===== src/rtl/firq15_pkg.sv =====
// ----------------------------------------------------------------------------
// firq15_pkg
// Shared constants, types and the coefficient table of the Q15 FIR filter.
// ----------------------------------------------------------------------------
package firq15_pkg;

   localparam int TAPS       = 31;
   localparam int HIST_LEN   = TAPS - 1;
   localparam int COEF_COUNT = 31;
   localparam int IDX_W      = $clog2(TAPS);
   localparam int HIST_W     = (HIST_LEN > 1) ? $clog2(HIST_LEN) : 1;
   localparam int SAMPLE_W   = 16;
   localparam int COEF_W     = 16;
   localparam int ACC_W      = 32;

   typedef logic signed [COEF_W-1:0]   coef_type;
   typedef logic signed [SAMPLE_W-1:0] sample_type;
   typedef logic signed [ACC_W-1:0]    acc_type;

   typedef struct packed {
      logic clear;
      logic mul_en;
      logic acc_en;
   } mac_ctrl_type;

   localparam coef_type COEF_TABLE [COEF_COUNT] = '{
      16'sd6,     16'sd52,    -16'sd41,   16'sd62,    16'sd56,    -16'sd231,
      16'sd169,   -16'sd377,  -16'sd727,  16'sd86,    -16'sd1904, -16'sd1084,
      -16'sd290,  -16'sd5298, 16'sd3127,  16'sd24765, 16'sd3127,  -16'sd5298,
      -16'sd290,  -16'sd1084, -16'sd1904, 16'sd86,    -16'sd727,  -16'sd377,
      16'sd169,   -16'sd231,  16'sd56,    16'sd62,    -16'sd41,   16'sd52,
      16'sd6
   };

   // taps beyond the table weigh zero
   function automatic coef_type coef_at(input logic [IDX_W-1:0] j);
      coef_type c;
      c = '0;
      if (int'(j) < COEF_COUNT) begin
         c = COEF_TABLE[j];
      end
      return c;
   endfunction

endpackage


===== src/rtl/firq15_mac.sv =====
// ----------------------------------------------------------------------------
// firq15_mac
// Shared multiply-accumulate unit: registered 16x16 product, 32-bit sum.
// ----------------------------------------------------------------------------
module firq15_mac (
   input  logic                   clock,
   input  firq15_pkg::mac_ctrl_type ctrl,
   input  firq15_pkg::coef_type   coef,
   input  firq15_pkg::sample_type data,
   output firq15_pkg::acc_type    acc
);

   firq15_pkg::acc_type prod_ff;
   firq15_pkg::acc_type acc_ff;

   always_ff @(posedge clock) begin
      if (ctrl.mul_en) begin
         prod_ff <= firq15_pkg::acc_type'(coef * data);
      end
      if (ctrl.clear) begin
         acc_ff <= '0;
      end else if (ctrl.acc_en) begin
         acc_ff <= acc_ff + prod_ff;
      end
   end

   assign acc = acc_ff;

endmodule


===== src/rtl/fir_filter_q15_saturating.sv =====
// ----------------------------------------------------------------------------
// fir_filter_q15_saturating
// 31-tap Q15 FIR filter, one 16-bit sample word in, one filtered word out.
// ----------------------------------------------------------------------------
// Input channel req_: req_sample is taken when req_valid is high and
// req_stall is low. req_stall is high while a sample is being filtered.
// Result channel rsp_: rsp_filtered_sample is held in an output register and
// is taken when rsp_valid is high and rsp_stall is low.
// Each sample runs one multiply per tap through the single shared
// multiply-accumulate unit (RUN), then DRAIN empties the product register
// and DONE loads the output register. The input is free again once the
// result is loaded, so a new sample is taken only after the last one's
// result has gone into the output register.
// If the receiver stalls, a finished result waits inside the block until the
// output register frees; a new sample may be taken while an earlier result
// still sits in the output register.
// Synchronous reset clears the 30-entry delay line to zero, drops any word
// in flight and empties the output register.
// The 32-bit sum is shifted right arithmetically by 16; for these taps the
// result always fits in 16 bits.
// ----------------------------------------------------------------------------
module fir_filter_q15_saturating (
   input  logic        clock,
   input  logic        reset,
   input  logic        req_valid,
   output logic        req_stall,
   input  logic signed [15:0] req_sample,
   output logic        rsp_valid,
   input  logic        rsp_stall,
   output logic signed [15:0] rsp_filtered_sample
);

   typedef enum logic [1:0] {IDLE, RUN, DRAIN, DONE} state_type;

   state_type state_ff, state_in;
   logic [firq15_pkg::IDX_W-1:0] idx_ff, idx_in;
   firq15_pkg::sample_type x_ff, x_in;
   firq15_pkg::sample_type delay_ff [firq15_pkg::HIST_LEN];
   logic rsp_valid_ff, rsp_valid_in;
   firq15_pkg::sample_type rsp_sample_ff, rsp_sample_in;
   logic shift_in;

   firq15_pkg::mac_ctrl_type mac_ctrl;
   firq15_pkg::coef_type     coef;
   firq15_pkg::sample_type   operand;
   firq15_pkg::acc_type      acc;
   logic                     accept;
   logic                     out_free;

   assign accept   = req_valid && (state_ff == IDLE);
   assign out_free = !rsp_valid_ff || !rsp_stall;

   assign coef    = firq15_pkg::coef_at(idx_ff);
   assign operand = (idx_ff < firq15_pkg::IDX_W'(firq15_pkg::HIST_LEN)) ?
                    delay_ff[idx_ff[firq15_pkg::HIST_W-1:0]] : x_ff;

   always_comb begin
      mac_ctrl.clear  = accept;
      mac_ctrl.mul_en = (state_ff == RUN);
      mac_ctrl.acc_en = ((state_ff == RUN) && (idx_ff != '0)) || (state_ff == DRAIN);
   end

   firq15_mac u_mac (
      .clock (clock),
      .ctrl  (mac_ctrl),
      .coef  (coef),
      .data  (operand),
      .acc   (acc)
   );

   always_comb begin
      state_in      = state_ff;
      idx_in        = idx_ff;
      x_in          = x_ff;
      rsp_valid_in  = rsp_valid_ff && rsp_stall;
      rsp_sample_in = rsp_sample_ff;
      shift_in      = 1'b0;
      case (state_ff)
         IDLE: begin
            if (req_valid) begin
               x_in     = req_sample;
               idx_in   = '0;
               state_in = RUN;
            end
         end
         RUN: begin
            idx_in = idx_ff + 1'b1;
            if (idx_ff == firq15_pkg::IDX_W'(firq15_pkg::TAPS - 1)) begin
               state_in = DRAIN;
            end
         end
         DRAIN: begin
            state_in = DONE;
         end
         DONE: begin
            if (out_free) begin
               rsp_valid_in  = 1'b1;
               rsp_sample_in = acc[firq15_pkg::ACC_W-1 -: firq15_pkg::SAMPLE_W];
               shift_in      = 1'b1;
               state_in      = IDLE;
            end
         end
         default: begin
            state_in = IDLE;
         end
      endcase
   end

   always_ff @(posedge clock) begin
      if (reset) begin
         state_ff     <= IDLE;
         idx_ff       <= '0;
         rsp_valid_ff <= 1'b0;
         for (int j = 0; j < firq15_pkg::HIST_LEN; j++) begin
            delay_ff[j] <= '0;
         end
      end else begin
         state_ff     <= state_in;
         idx_ff       <= idx_in;
         rsp_valid_ff <= rsp_valid_in;
         if (shift_in) begin
            for (int j = 0; j + 1 < firq15_pkg::HIST_LEN; j++) begin
               delay_ff[j] <= delay_ff[j+1];
            end
            delay_ff[firq15_pkg::HIST_LEN-1] <= x_ff;
         end
      end
      x_ff          <= x_in;
      rsp_sample_ff <= rsp_sample_in;
   end

   assign req_stall           = (state_ff != IDLE);
   assign rsp_valid           = rsp_valid_ff;
   assign rsp_filtered_sample = rsp_sample_ff;

endmodule


===== config.mk =====
export PLATFORM = sky130hd
export DESIGN_NAME = fir_filter_q15_saturating
export DESIGN_NICKNAME = d
export VERILOG_FILES = /design/src/rtl/firq15_pkg.sv /design/src/rtl/firq15_mac.sv /design/src/rtl/fir_filter_q15_saturating.sv
export SDC_FILE = /design/constraint.sdc
export NUM_CORES = 2
export LEC_CHECK = 0
export ABC_AREA = 1
export ABC_CLOCK_PERIOD_IN_PS = 14800
export CORE_ASPECT_RATIO = 1.4
export CORE_MARGIN = 3
export CORE_UTILIZATION = 45
export DETAILED_ROUTE_END_ITERATION = 6
export DONT_BUFFER_PORTS = 1
export PLACE_DENSITY = 0.57
export SETUP_SLACK_MARGIN = 0.02
export SLEW_MARGIN = 20
export SYNTH_ARGS = -nofsm -noshare
export SYNTH_HDL_FRONTEND = slang
export SYNTH_SLANG_ARGS = --single-unit

===== constraint.sdc =====
create_clock -name clock -period 14.8 [get_ports clock]
set_clock_uncertainty 0.1 [all_clocks]
set_input_delay 1.48 -clock clock [delete_from_list [all_inputs] [get_ports clock]]
set_output_delay 1.48 -clock clock [all_outputs]
set_load 0.05 [all_outputs]

After elaboration in Yosys (flattened, before gate mapping)
Memory sizes are Yosys's and may differ from the RTL's. A register that Yosys moved wholly into a read port is not among the register bits.
Index checks and enable logic that the tools add are counted.
- ROM bits: 512
- logic and storage cells: 119
- memories kept: 2
- input port bits: 20
- register bits after elaboration: 104
- output and inout port bits: 18
- bits in writable memories: 480
- memories (memory ; words ; width ; rd ports ; clocked after memory_dff ; write ports ; RTL line ; RTL):
    (no name shown) ; 32 ; 16 ; 1 ; 0 ; 0 ; firq15_pkg.sv:40 ; c = COEF_TABLE[j];
    delay_ff ; 30 ; 16 ; 30 ; 1 ; 30 ; fir_filter_q15_saturating.sv:38 ; firq15_pkg::sample_type delay_ff [firq15_pkg::HIST_LEN];
- reduce and logical (&&, ||, !) cells: 15
- order comparisons: 3
- equal/unequal tests: 7
- multiplexer cells: 51
- bitwise gates (word level): 31
- $mul: 1
- $add $sub $neg: 2
- operators by type and width (cell ; number):
    $mux 16 ; 34
    $add 32x32->32 ; 1
    $mul 16x16->32 ; 1
    $or 1x1->1 ; 30
    $mux 5 ; 3
    $lt 5x5->1 const B ; 2
    $pmux 5 s2 ; 1
    $mux 1 ; 9
    $pmux 2 s4 ; 1
    $ge 6x6->1 const B ; 1
    $mux 2 ; 3
    $not 5->6 ; 1
    $reduce_and 2->1 ; 3
    $add 5x1->5 const B ; 1
    $eq 5x5->1 const B ; 1
    $reduce_bool 5->1 ; 1
    $eq 2x2->1 const B ; 2
    $ne 2x2->1 const B ; 2
    $reduce_bool 2->1 ; 2
    $logic_and 1x1->1 ; 3
    $reduce_and 3->1 ; 1
    $eq 2x1->1 const B ; 1
    $logic_not 1->1 ; 2
    $logic_not 2->1 ; 1
    other kinds (2) ; 3

Longest topological paths before layout
- word-level depth: 8
- mapped depth: 39
- depth with buffers taken out: 36

Hierarchy
A second synthesis with hierarchy kept.
- cells, all modules: 4823
- area total of the unflattened synthesis: 40303.7 um^2
- by module, submodules not included (module ; times used ; area each (um^2) ; sequential area each (um^2) ; cells an instance):
    fir_filter_q15_saturating ; 1 ; 25453.2 ; 15635.0 ; 2850
    firq15_mac ; 1 ; 14850.5 ; 1601.5 ; 1973

Worst setup path after synthesis
Ideal clock, no wire load.
- path type: in2reg
- from: in reset
- to: mem delay_ff[0][0] (netlist name) (enable)
- stages: 3
- required time: 11246 ps
- path slack: 1763 ps
- library setup time: 3454 ps
- buffers on the path: 1
- arrival time: 9483 ps
- cells stage by stage: clkbuf_1 > inv_1 > nand2_1
- RTL lines (what ; RTL line ; RTL):
    from (decl) ; fir_filter_q15_saturating.sv:24 ; input logic reset,
    to (decl) ; fir_filter_q15_saturating.sv:38 ;

==> run_results.csv <==
group,metric,value,unit
floorplan,core,86100,µm²
run,drv_cap,0,
drt,wl_per_cell,18.0,µm
synth,synth_largest_area_cell,"edfxtp_1",
clock_network,clkTransAtPathRegs,70,ps
placement,hpwl,68900,µm
clock_network,clockRootBuffer,"clkbuf_16",
timing,layout_min_cycle_time,9300,ps
clock_network,cts_tree,"done",
clock_network,clk_latency,640,ps
drt,viasPerCell,5.16,
synth,seq_area_frac_synth,43.9,%
timing,fmax,0.107,GHz
drt,vias,28600,
synth,syn_inst,4433,
clock_network,cts_sinks,589,
synth,synth_area,39200,µm²
synth,yosysTopAreaCellShare,41.6,%
clock_network,cts_max_path_buffers,3,
timing,setup_viol,0,
floorplan,ios,38,
synth,syn_avg_cell_area,8.85,µm²
grt,grt_pass1_wl,160000,µm
critical_path,cp.required,15090,ps
hold_path,hold_class,"flop to flop",
placement,port_buffers,0,
clock_network,cts_made_buffers,60,
grt,grt_use_total,22.2,%
drt,routed_wl,100000,µm
critical_path,slowest_stage,"fa_1",
cells_and_area,drive_gt1_share,3.91,%
grt,grt_overflow,0,
power_and_ir_drop,p_leak,0.0190,µW
critical_path,worst_path_largest_cell_delay,910,ps
timing,totalNegativeSetupSlack,0,ps
timing,hold_viol_final,0,
grt,grt_pass1_vias,28500,
critical_path,cp_max_fo,103,
critical_path,cpMostUsedCell,"nand2_1",
outcome,status,"completed",
critical_path,worstPathArrival,9600,ps
critical_path,worstSetupEndpointType,"flop",
cells_and_area,syn2layout_area_growth,6.90,%
drt,drc,0,
critical_path,critPathLaunchType,"flop",
synth,ys_ff_latch,589,
floorplan,start_util,45.6,%
power_and_ir_drop,p_per_area,190,nW/µm²
timing,slew_viol_final,0,
timing,tightest_slew,1080,ps
drt,ant_nets,0,
floorplan,die_h,355,µm
drt,drt_iter0_markers,2065,
cells_and_area,final_nets,4737,
grt,grt_max_degree,209,
synth,ys_top_cells_by_area,"edfxtp_1 42%, fa_1 13%, inv_1 9.2%, nor2_1 6.1%, nand2_1 4.9%",
critical_path,criticalPathCategory,"flop to flop",
clock_network,ctsHoldBuffers,0,
clock_network,cts_resized,0,
floorplan,fp.dieW,256,µm
cells_and_area,finish.utilization,48.7,%
synth,synth_cell_types,48,
grt,antenna_found_initial,6,
clock_network,htreeDepth,2,
floorplan,die_area,90800,µm²
floorplan,placementRows,127,
placement,place_congestion,0.961,
synth,yosysWarningCount,0,
timing,finalCritPeriodShare,62.9,%
drt,drtPass1Iterations,6,
power_and_ir_drop,vdd_drop_max,0.133,mV
clock_network,post_cts_buffers,0,
synth,syn-num-nets,4845,
timing,rsz0062_at_grt,"no",
timing,slew_headroom,27.9,%
==> worst paths after layout <==
check	start	depth (start not counted)	endpoint	slack, ps
worst min-delay path	u_mac.acc[26]$_SDFFE_PP0P_	0	rsp_filtered_sample[10]$_DFFE_PP_	370
worst max register to register	flop	29	u_mac.prod_ff[31]$_DFFE_PP_	5500
worst max-delay path	flop	29	u_mac.prod_ff[31]$_DFFE_PP_	5500
worst min register to register	u_mac.acc[26]$_SDFFE_PP0P_	0	rsp_filtered_sample[10]$_DFFE_PP_	370
==> per-stage QoR <==
stage               hold WS [ps]  worst slack, ps  total power [µW]  instances  instance area (µm²)
floorplan                    329             1760              5300       4433                39200
global placement             361             5710              6420       5424                39900
detailed placement           353             5590              6430       5424                39900
CTS                          378             5540              8050       5537                41900
global route                 396             4750              8610       5537                41900
finish                       374             5500              7960       5540                41900
==> power by group <==
part	total, µW	switching [µW]	internal, µW	leakage (µW)
Clock	1570	673	895	0.000995
Sequential	2460	202	2260	0.00595
Combinational	3930	2660	1280	0.0121
Total	7960	3530	4430	0.0190
==> flip-flops by register name, indices dropped and copies added, names as in the netlist, named ones only <==
register and cells:
idx_ff 5, rsp_filtered_sample 16, u_mac.prod_ff 32, state_ff 2, rsp_valid 1, u_mac.acc 32
delay_ff 480, x_ff 16
==> Yosys cell counts (all sizes together) <==
cell type / instances
xor2: 29
a211oi: 1
fa: 262
ha: 130
o21bai: 19
nand4: 12
edfxtp: 544
nand2: 518
o211ai: 30
o21ai: 297
o221ai: 1
a221oi: 2
nor3: 24
or2: 7
nor4: 4
dfxtp: 45
clkinv: 1
a21boi: 1
o31ai: 1
o21a: 4
a22oi: 2
xnor2: 15
inv: 968
o32ai: 1
nand3: 265
nor3b: 1
a21o: 8
clkbuf: 96
nor2: 645
a31o: 1
and3: 1
a31oi: 5
a21oi: 386
buf: 107
==> logic make-up (layout without fill, tap and decap cells) <==
group | Yosys count | in the layout | synth area share, %
xor gates and xnor gates | 44 | 44 | 0.982
buffers and inverters | 1172 | 1115 | 12.0
and+or+nand+nor | 1477 | 1477 | 15.4
AOI/OAI and AO/OA | 759 | 759 | 10.2
other | 0 | 3 | 0
DFF | 589 | 589 | 43.9
adders and majority gates | 392 | 392 | 17.5
==> layout by cell type, fill, tap and decap left out, types with 3 or more instances in the layout <==
| cell type | synthesis | layout |
|---|---|---|
| clkbuf_16 | 0 | 62 |
| nand2_4 | 1 | 3 |
| a21o_1 | 8 | 8 |
| inv_1 | 961 | 959 |
| o21a_1 | 4 | 4 |
| a31oi_1 | 5 | 5 |
| ha_1 | 130 | 130 |
| o21ai_0 | 285 | 285 |
| nor3_2 | 3 | 3 |
| nor3_1 | 21 | 21 |
| nand4_1 | 12 | 12 |
| edfxtp_1 | 544 | 544 |
| o21ai_1 | 10 | 10 |
| nand2_1 | 515 | 513 |
| nand3_2 | 7 | 7 |
| xor2_1 | 29 | 29 |
| clkinv_4 | 0 | 4 |
| a21oi_1 | 384 | 384 |
| nor2_1 | 641 | 641 |
| bufinv_16 | 0 | 7 |
| clkinv_1 | 1 | 10 |
| o21bai_1 | 19 | 19 |
| or2_2 | 7 | 7 |
| inv_2 | 7 | 5 |
| clkbuf_1 | 96 | 10 |
| buf_4 | 33 | 32 |
| o211ai_1 | 30 | 30 |
| fa_1 | 262 | 262 |
| nand3_1 | 258 | 258 |
| diode_2 | 0 | 3 |
| dfxtp_1 | 45 | 41 |
| nor4_1 | 4 | 4 |
| clkinv_2 | 0 | 16 |
| nor2_2 | 3 | 3 |
| xnor2_1 | 15 | 15 |
| inv_6 | 0 | 4 |
==> critical path, delay by kind of cell, from the launching register on <==
kind | cells | cell delay, ps
buffers and inverters | 7 | 1790
AOI/OAI and AO/OA | 3 | 390
adders and majority gates | 7 | 3810
and+or+nand+nor | 12 | 2070
DFF | 1 | 730
==> cell type report <==
type	instances	area, µm²
fill	8508	44200
multi-input combinational	2672	17300
sequential	589	17200
inverter	969	3640
clock buffer	73	1600
tap	1161	1450
clock inverter	40	409
timing repair buffer	33	260
antenna	3	7.51
==> per-layer routing <==
metal / global-route usage (%) / routed length, µm / vias to the layer above
met1: 26.5 / 39200 / 13700
met3: 2.88 / 4480 / 252
li1: - / - / 13800
met2: 39.8 / 51000 / 742
met5: 0 / 29 / -
met4: 10.4 / 5250 / 4
(Power assumes the default switching activity.)
